--- src/rtl/core/hcd_pkg.sv ---
// Hill car dynamics step: shared types, constants and the sub-step microprogram.
// No dependencies; used by every module of the core.
`timescale 1ns / 1ps

package hcd_pkg;

    localparam int Q_W    = 32;
    localparam int CFG_W  = 31;
    localparam int RWD_W  = 25;
    localparam int DIV_N  = 56;
    localparam int SQ_N   = 28;
    localparam int PC_W   = 6;

    localparam int NUM_ACTIONS_DEF = 2;
    localparam int SUB_STEPS_DEF   = 100;

    localparam logic signed [Q_W-1:0] Q_ONE  = 32'sd16777216;
    localparam logic signed [Q_W-1:0] Q_TWO  = 32'sd33554432;
    localparam logic signed [Q_W-1:0] Q_DT   = 32'sd16777;
    localparam logic signed [Q_W-1:0] Q_MAX  = 32'sh7FFFFFFF;
    localparam logic signed [Q_W-1:0] Q_MIN  = 32'sh80000000;

    localparam logic [CFG_W-1:0] GRAVITY_RST   = 31'd164584489;
    localparam logic [CFG_W-1:0] CAR_MASS_RST  = 31'd16777216;
    localparam logic [CFG_W-1:0] MAX_SPEED_RST = 31'd50331648;
    localparam logic [CFG_W-1:0] MAX_ACCEL_RST = 31'd67108864;

    localparam int CFG_IDX_W = 2;
    localparam logic [CFG_IDX_W-1:0] CFG_GRAVITY   = 2'd0;
    localparam logic [CFG_IDX_W-1:0] CFG_CAR_MASS  = 2'd1;
    localparam logic [CFG_IDX_W-1:0] CFG_MAX_SPEED = 2'd2;
    localparam logic [CFG_IDX_W-1:0] CFG_MAX_ACCEL = 2'd3;

    localparam logic [1:0] ST_RUN  = 2'd0;
    localparam logic [1:0] ST_GOAL = 2'd1;
    localparam logic [1:0] ST_FAIL = 2'd2;

    localparam logic [2:0] OP_KMA  = 3'd0;
    localparam logic [2:0] OP_SUB3 = 3'd1;
    localparam logic [2:0] OP_SEL  = 3'd2;
    localparam logic [2:0] OP_MUL  = 3'd3;
    localparam logic [2:0] OP_DIV  = 3'd4;
    localparam logic [2:0] OP_SQRT = 3'd5;
    localparam logic [2:0] OP_ACC  = 3'd6;

    localparam logic [4:0] R_X    = 5'd0;
    localparam logic [4:0] R_V    = 5'd1;
    localparam logic [4:0] R_ACC  = 5'd2;
    localparam logic [4:0] R_DP   = 5'd3;
    localparam logic [4:0] R_XS   = 5'd4;
    localparam logic [4:0] R_T    = 5'd5;
    localparam logic [4:0] R_R    = 5'd6;
    localparam logic [4:0] R_X4   = 5'd7;
    localparam logic [4:0] R_X6   = 5'd8;
    localparam logic [4:0] R_D1   = 5'd9;
    localparam logic [4:0] R_D2   = 5'd10;
    localparam logic [4:0] R_HP1  = 5'd11;
    localparam logic [4:0] R_HPP1 = 5'd12;
    localparam logic [4:0] R_HP   = 5'd13;
    localparam logic [4:0] R_HPP  = 5'd14;
    localparam logic [4:0] R_HPS  = 5'd15;
    localparam logic [4:0] R_T1   = R_X4;
    localparam logic [4:0] R_T2   = R_X6;
    localparam logic [4:0] R_T3   = R_D1;
    localparam logic [4:0] S_ZERO = 5'd16;
    localparam logic [4:0] S_ONE  = 5'd17;
    localparam logic [4:0] S_TWO  = 5'd18;
    localparam logic [4:0] S_DT   = 5'd19;
    localparam logic [4:0] S_G    = 5'd20;
    localparam logic [4:0] S_MS   = 5'd21;
    localparam logic [4:0] S_INX  = 5'd22;
    localparam logic [4:0] S_INV  = 5'd23;

    localparam logic [PC_W-1:0] PC_BODY = 6'd3;
    localparam logic [PC_W-1:0] PC_LAST = 6'd35;

    typedef struct packed {
        logic signed [Q_W-1:0] position;
        logic signed [Q_W-1:0] velocity;
        logic [1:0]            status;
        logic [0:0]            action_index;
    } in_t;

    typedef struct packed {
        logic signed [Q_W-1:0] next_position;
        logic signed [Q_W-1:0] next_velocity;
        logic [1:0]            next_status;
        logic [RWD_W-1:0]      reward;
    } out_t;

    typedef struct packed {
        logic [CFG_W-1:0] gravity;
        logic [CFG_W-1:0] car_mass;
        logic [CFG_W-1:0] max_speed;
        logic [CFG_W-1:0] max_accel;
    } cfg_t;

    typedef struct packed {
        logic [2:0] op;
        logic [6:0] k;
        logic [4:0] ra;
        logic [4:0] rb;
        logic [4:0] rc;
        logic [4:0] rd;
    } uop_t;

    typedef struct packed {
        logic load_in;
        logic rd_ab;
        logic rd_c;
        logic start;
        logic out_load;
        uop_t uop;
    } cmd_t;

    typedef struct packed {
        logic done;
        logic term;
    } sts_t;

    function automatic logic signed [Q_W-1:0] sat_q(input logic signed [63:0] v);
        logic signed [Q_W-1:0] r;
        if (v > 64'(Q_MAX)) begin
            r = Q_MAX;
        end else if (v < 64'(Q_MIN)) begin
            r = Q_MIN;
        end else begin
            r = v[Q_W-1:0];
        end
        return r;
    endfunction

    function automatic uop_t mk(input logic [2:0] op, input logic [6:0] k,
                                input logic [4:0] ra, input logic [4:0] rb,
                                input logic [4:0] rc, input logic [4:0] rd);
        uop_t u;
        u.op = op;
        u.k  = k;
        u.ra = ra;
        u.rb = rb;
        u.rc = rc;
        u.rd = rd;
        return u;
    endfunction

    function automatic uop_t prog(input logic [PC_W-1:0] pc);
        uop_t u;
        case (pc)
            6'd0:  u = mk(OP_KMA,  7'd1,   S_INX,  S_ZERO, S_ZERO, R_X);
            6'd1:  u = mk(OP_KMA,  7'd1,   S_INV,  S_ZERO, S_ZERO, R_V);
            6'd2:  u = mk(OP_ACC,  7'd0,   S_ZERO, S_ZERO, S_ZERO, R_ACC);
            6'd3:  u = mk(OP_MUL,  7'd0,   S_DT,   R_V,    S_ZERO, R_DP);
            6'd4:  u = mk(OP_MUL,  7'd0,   R_X,    R_X,    S_ZERO, R_XS);
            6'd5:  u = mk(OP_KMA,  7'd5,   R_XS,   S_ONE,  S_ZERO, R_T);
            6'd6:  u = mk(OP_SQRT, 7'd0,   R_T,    S_ZERO, S_ZERO, R_R);
            6'd7:  u = mk(OP_MUL,  7'd0,   R_XS,   R_XS,   S_ZERO, R_X4);
            6'd8:  u = mk(OP_MUL,  7'd0,   R_X4,   R_XS,   S_ZERO, R_X6);
            6'd9:  u = mk(OP_KMA,  7'd25,  R_X4,   S_ONE,  S_ZERO, R_T);
            6'd10: u = mk(OP_KMA,  7'd10,  R_XS,   R_T,    S_ZERO, R_D1);
            6'd11: u = mk(OP_KMA,  7'd125, R_X6,   S_ONE,  S_ZERO, R_T);
            6'd12: u = mk(OP_KMA,  7'd75,  R_X4,   R_T,    S_ZERO, R_T);
            6'd13: u = mk(OP_KMA,  7'd15,  R_XS,   R_T,    S_ZERO, R_D2);
            6'd14: u = mk(OP_DIV,  7'd0,   R_R,    R_D1,   S_ZERO, R_HP1);
            6'd15: u = mk(OP_KMA,  7'd15,  R_X,    S_ZERO, S_ZERO, R_T);
            6'd16: u = mk(OP_MUL,  7'd0,   R_T,    R_R,    S_ZERO, R_T);
            6'd17: u = mk(OP_DIV,  7'd0,   R_T,    R_D2,   S_ZERO, R_T);
            6'd18: u = mk(OP_SUB3, 7'd0,   S_ZERO, R_T,    S_ZERO, R_HPP1);
            6'd19: u = mk(OP_KMA,  7'd2,   R_X,    S_ONE,  S_ZERO, R_T);
            6'd20: u = mk(OP_SEL,  7'd0,   R_T,    R_HP1,  S_ZERO, R_HP);
            6'd21: u = mk(OP_SEL,  7'd0,   S_TWO,  R_HPP1, S_ZERO, R_HPP);
            6'd22: u = mk(OP_MUL,  7'd0,   R_HP,   R_HP,   S_ZERO, R_T);
            6'd23: u = mk(OP_KMA,  7'd1,   R_T,    S_ONE,  S_ZERO, R_HPS);
            6'd24: u = mk(OP_MUL,  7'd0,   S_MS,   R_HPS,  S_ZERO, R_T);
            6'd25: u = mk(OP_DIV,  7'd0,   R_ACC,  R_T,    S_ZERO, R_T1);
            6'd26: u = mk(OP_MUL,  7'd0,   S_G,    R_HP,   S_ZERO, R_T);
            6'd27: u = mk(OP_DIV,  7'd0,   R_T,    R_HPS,  S_ZERO, R_T2);
            6'd28: u = mk(OP_MUL,  7'd0,   R_V,    R_V,    S_ZERO, R_T);
            6'd29: u = mk(OP_MUL,  7'd0,   R_T,    R_HP,   S_ZERO, R_T);
            6'd30: u = mk(OP_MUL,  7'd0,   R_T,    R_HPP,  S_ZERO, R_T);
            6'd31: u = mk(OP_DIV,  7'd0,   R_T,    R_HPS,  S_ZERO, R_T3);
            6'd32: u = mk(OP_SUB3, 7'd0,   R_T1,   R_T2,   R_T3,   R_T);
            6'd33: u = mk(OP_MUL,  7'd0,   S_DT,   R_T,    S_ZERO, R_T);
            6'd34: u = mk(OP_KMA,  7'd1,   R_X,    R_DP,   S_ZERO, R_X);
            6'd35: u = mk(OP_KMA,  7'd1,   R_V,    R_T,    S_ZERO, R_V);
            default: u = mk(OP_KMA, 7'd0,  S_ZERO, S_ZERO, S_ZERO, R_T);
        endcase
        return u;
    endfunction

endpackage

--- src/rtl/core/hcd_ctrl.sv ---
// Hill car dynamics step: controller stepping the microprogram and the sub-step loop.
// Depends on hcd_pkg; commands hcd_dpath, owns the result valid flag.
`timescale 1ns / 1ps

module hcd_ctrl #(
    parameter int SUB_STEPS = hcd_pkg::SUB_STEPS_DEF
) (
    input  logic          aclk,
    input  logic          aresetn,
    input  logic          s_valid,
    output logic          s_ready,
    output logic          m_valid,
    input  logic          m_ready,
    input  hcd_pkg::sts_t sts,
    output hcd_pkg::cmd_t cmd
);

    localparam int CNT_W = (SUB_STEPS > 1) ? $clog2(SUB_STEPS) : 1;

    localparam logic [2:0] S_IDLE  = 3'd0;
    localparam logic [2:0] S_CHECK = 3'd1;
    localparam logic [2:0] S_RDAB  = 3'd2;
    localparam logic [2:0] S_RDC   = 3'd3;
    localparam logic [2:0] S_EXEC  = 3'd4;
    localparam logic [2:0] S_WAIT  = 3'd5;
    localparam logic [2:0] S_DONE  = 3'd6;

    logic [2:0]               state_reg, state_next;
    logic [hcd_pkg::PC_W-1:0] pc_reg, pc_next;
    logic [CNT_W-1:0]         cnt_reg, cnt_next;
    logic                     m_valid_reg, m_valid_next;
    logic                     out_free;

    assign out_free = !m_valid_reg || m_ready;

    always_comb begin
        state_next   = state_reg;
        pc_next      = pc_reg;
        cnt_next     = cnt_reg;
        m_valid_next = m_valid_reg && !m_ready;
        cmd          = '0;
        cmd.uop      = hcd_pkg::prog(pc_reg);
        s_ready      = 1'b0;
        case (state_reg)
            S_IDLE: begin
                s_ready     = 1'b1;
                cmd.load_in = s_valid;
                if (s_valid) begin
                    state_next = S_CHECK;
                end
            end
            S_CHECK: begin
                pc_next    = '0;
                cnt_next   = '0;
                state_next = sts.term ? S_DONE : S_RDAB;
            end
            S_RDAB: begin
                cmd.rd_ab  = 1'b1;
                state_next = S_RDC;
            end
            S_RDC: begin
                cmd.rd_c   = 1'b1;
                state_next = S_EXEC;
            end
            S_EXEC, S_WAIT: begin
                cmd.start = (state_reg == S_EXEC);
                if (sts.done) begin
                    state_next = S_RDAB;
                    if (pc_reg == hcd_pkg::PC_LAST) begin
                        if (cnt_reg == CNT_W'(SUB_STEPS - 1)) begin
                            state_next = S_DONE;
                        end else begin
                            pc_next  = hcd_pkg::PC_BODY;
                            cnt_next = cnt_reg + 1'b1;
                        end
                    end else begin
                        pc_next = pc_reg + 1'b1;
                    end
                end else begin
                    state_next = S_WAIT;
                end
            end
            S_DONE: begin
                if (out_free) begin
                    cmd.out_load = 1'b1;
                    m_valid_next = 1'b1;
                    state_next   = S_IDLE;
                end
            end
            default: begin
                state_next = S_IDLE;
            end
        endcase
    end

    always_ff @(posedge aclk) begin
        if (!aresetn) begin
            state_reg   <= S_IDLE;
            pc_reg      <= '0;
            cnt_reg     <= '0;
            m_valid_reg <= 1'b0;
        end else begin
            state_reg   <= state_next;
            pc_reg      <= pc_next;
            cnt_reg     <= cnt_next;
            m_valid_reg <= m_valid_next;
        end
    end

    assign m_valid = m_valid_reg;

endmodule
--- config.mk ---
export PLATFORM = sky130hd
export DESIGN_NAME = hcd_ctrl
export DESIGN_NICKNAME = d
export VERILOG_FILES = /design/src/rtl/core/hcd_pkg.sv /design/src/rtl/core/hcd_ctrl.sv
export SDC_FILE = /design/constraint.sdc
export NUM_CORES = 1
export LEC_CHECK = 0
export ABC_AREA = 0
export BUFFER_PORTS_ARGS = -buffer_cell sky130_fd_sc_hd__buf_2
export CORE_MARGIN = 2
export CORE_UTILIZATION = 57
export CTS_CLUSTER_SIZE = 8
export DETAILED_ROUTE_END_ITERATION = 8
export PLACE_DENSITY = 0.91
export SLEW_MARGIN = 20
export SYNTH_ARGS = -nofsm -noshare
export SYNTH_HDL_FRONTEND = slang
export SYNTH_SLANG_ARGS = --single-unit
--- constraint.sdc ---
create_clock -name aclk -period 4 [get_ports aclk]
set_clock_uncertainty 0.15 [all_clocks]
set_input_delay 1.2 -clock aclk [delete_from_list [all_inputs] [get_ports aclk]]
set_output_delay 1.2 -clock aclk [all_outputs]
set_load 0.01 [all_outputs]
==> flow_metrics.tcl <==
set metrics [dict create \
    path_clk_slew_ps 80 \
    vdd.ir_drop.worst_mv 0.195 \
    root_buffer "clkbuf_8" \
    drv_slew 0 \
    slew-limit-headroom_pct 50.2 \
    portBuffers 39 \
    finalSetupViolCount 0 \
    dieHeight_um 74.1 \
    max-cap-violations 0 \
    cp.required_ps 4020 \
    synth_flop_cell "dfxtp_1" \
    fp.dieArea_um2 5480 \
    grt_pass1_wl_mm 13.8 \
    cts_sinks 43 \
    drt_iter0_markers 352 \
    rows 25 \
    vias_per_cell 6.42 \
    fp.coreArea_um2 4720 \
    min_period_ps 3580 \
    start_util_pct 59.2 \
    synth-seq-area-share_pct 30.8 \
    leakagePower_uw 0.00140 \
    h-tree-depth 2 \
    antenna_cells 0 \
    dp.cells 463 \
    ys_ff_latch 43 \
    worstPathArrival_ps 3600 \
    cts_setup_buffers 0 \
    period_share_pct 89.5 \
    finalNonFillerCells 471 \
    status "finished, final reports clean" \
    avgSynthCellArea_um2 7.93 \
    routed_wl_mm 8.81 \
    grt_overflow 0 \
    cts_max_path_buffers 2 \
    ant_nets 0 \
    setup_tns_ps 0 \
    max_stage_delay_ps 370 \
    syn-cell-area_um2 2800 \
    path_class "input pin to flip-flop" \
    max_freq_mhz 279 \
    drc_errors 0 \
    cp_common_cell "nor2_1" \
    first_pass_iters 5 \
    synth_edf_count 0 \
    hpwl_mm 6.38 \
    yosys.area.top_type "dfxtp_1" \
    tightest_slew_ps 744 \
    yosysWarnings 0 \
    track_usage_pct 33.2 \
    wl_per_cell_um 18.7 \
    fin_ws_ps 419 \
    hold_viol 0 \
    largest_reg_flops 26 \
    worstPathCellList "buf_2 > mux2i_1 > nor2_1 > o21ai_0 > o21ai_2 > nor2_1 > clkinv_2 > ha_1 > nor2_1 > a21oi_1 > a31oi_1 > a31oi_1" \
    grt_max_degree 18 \
    seq_area_um2 861 \
    end_kind "flip-flop" \
    pwr_density_cell_nw_per_um2 333 \
    synthToLayoutAreaGrowth_pct 16.5 \
    numCtsBuffers 5 \
    cts_hold_buffers 0 \
    ctsResizeCount 0 \
    synth_commonest_cells "dfxtp_1 (43), nor2_1 (37), a21oi_1 (30), nand2_1 (29), o21ai_0 (21)" \
    hp-class "flip-flop to flip-flop" \
    critPathLaunchType "input pin" \
    async_reset_ff_share_pct 0 \
    slowest_stage "mux2i_1" \
    ios 43 \
    rsz0062_at_grt "no" \
    crit_fanout 7 \
    multi_input_area_um2 1760 \
    synth_cell_types 66 \
    antenna_found_initial 0 \
    place_congestion 1.04 \
    ys_top_cells_by_area "dfxtp_1 (31%), a21oi_1 (5.4%), nor2_1 (5.0%)" \
    drive_gt1_share_pct 22.3 \
    fin_nets 419 \
    synth_top_cell_area_share_pct 30.8 \
    nFillCells 399 \
    cts_tree "yes" \
    clk_latency_ps 300 \
    fp.dieW_um 74.1 \
    dr_total_vias 3022 \
    synth_cells 353 \
    post-synth-top-count-cell "dfxtp_1" \
    first_global_vias 2742 \
    post-place-ws_ps 179 \
]
[worst max-delay path: cells and delay by family]
family | cells | cell delay (ps)
compound gates | 5 | 700
mux | 1 | 370
fa+ha+maj | 1 | 350
buf+inv | 2 | 350
simple gates | 3 | 640
[placed cells by master, fill, tap and decap left out, drive strengths merged, types with 2 or more instances in the layout]
master | Yosys | routed
a22oi | 4 | 4
xor2 | 6 | 6
clkinv | 2 | 4
ha | 10 | 10
a21boi | 2 | 2
nor2b | 3 | 3
or3 | 3 | 3
nor2 | 39 | 39
a211oi | 4 | 4
o41ai | 2 | 2
o32ai | 2 | 2
nand4 | 7 | 7
a21oi | 30 | 30
and3 | 5 | 5
nand2b | 8 | 8
nand2 | 31 | 31
a31oi | 9 | 9
and2 | 4 | 4
o31a | 2 | 2
a32oi | 4 | 4
a22o | 2 | 2
o211ai | 3 | 3
buf | 13 | 64
mux2i | 7 | 7
o31ai | 5 | 5
nand3 | 9 | 9
o221ai | 2 | 2
clkbuf | 10 | 5
dfxtp | 43 | 43
mux2 | 2 | 2
o22ai | 4 | 4
nor4 | 5 | 5
a21o | 2 | 2
a211o | 2 | 2
o21ai | 23 | 23
nor3 | 10 | 10
xnor2 | 6 | 6
conb | 1 | 3
inv | 11 | 11
[logic make-up (layout without fill, tap and decap cells)]
family | Yosys count | in the layout | share of synthesized area, %
flip-flops | 43 | 43 | 30.8
other | 1 | 3 | 0.134
multiplexers | 9 | 9 | 3.31
XOR/XNOR | 12 | 12 | 3.76
adder cells (fa/ha/maj) | 10 | 10 | 4.47
buffers and inverters | 36 | 85 | 6.71
AND/OR/NAND/NOR | 132 | 132 | 25.0
AO/OA/AOI/OAI | 110 | 110 | 25.8
[report_power, final]
group | leakage [uW] | total [uW] | internal [uW] | switching (uW)
sequential | 0.000349 | 470 | 449 | 21.1
combinational | 0.000990 | 276 | 102 | 173
clock | 0.0000581 | 339 | 186 | 153
total | 0.00140 | 1080 | 737 | 347
[through the flow]
stage | total power [uW] | cell area [um^2] | hold WS (ps) | utilization [%]
after global placement | 745 | 3150 | 326 | 66.6
after global routing | 1130 | 3260 | 378 | 69.0
after CTS | 1080 | 3260 | 354 | 69.0
after detailed placement | 745 | 3150 | 340 | 66.6
final | 1080 | 3260 | 352 | 69.0
after floorplan | 652 | 2810 | 312 | -
[path summary, 6_finish.rpt]
check                                   from          to  slack, ps  depth (start not counted)
worst max-delay path                  sts[1]     cmd[28]        420                         12
worst min-delay path              cnt_reg[1]  cnt_reg[1]        350                          2
worst max register to register  state_reg[2]     cmd[28]        680                         11
worst min register to register    cnt_reg[1]  cnt_reg[1]        350                          2
[metal layers]
| metal | global-route usage (%) | wire (um) |
|---|---|---|
| met4 | 13.5 | 259 |
| met1 | 44.7 | 3610 |
| met5 | 0 | 0 |
| met2 | 52.3 | 3870 |
| met3 | 6.23 | 1070 |
[layout make-up]
class	count	area share [%]
clock buffers	5	2.11
inverters	13	1.54
multi-input cells	276	53.9
repair buffers	64	12.1
flip-flops and latches	43	26.4
well taps	67	2.57
clock inverters	3	1.34
(Power assumes the default switching activity.)
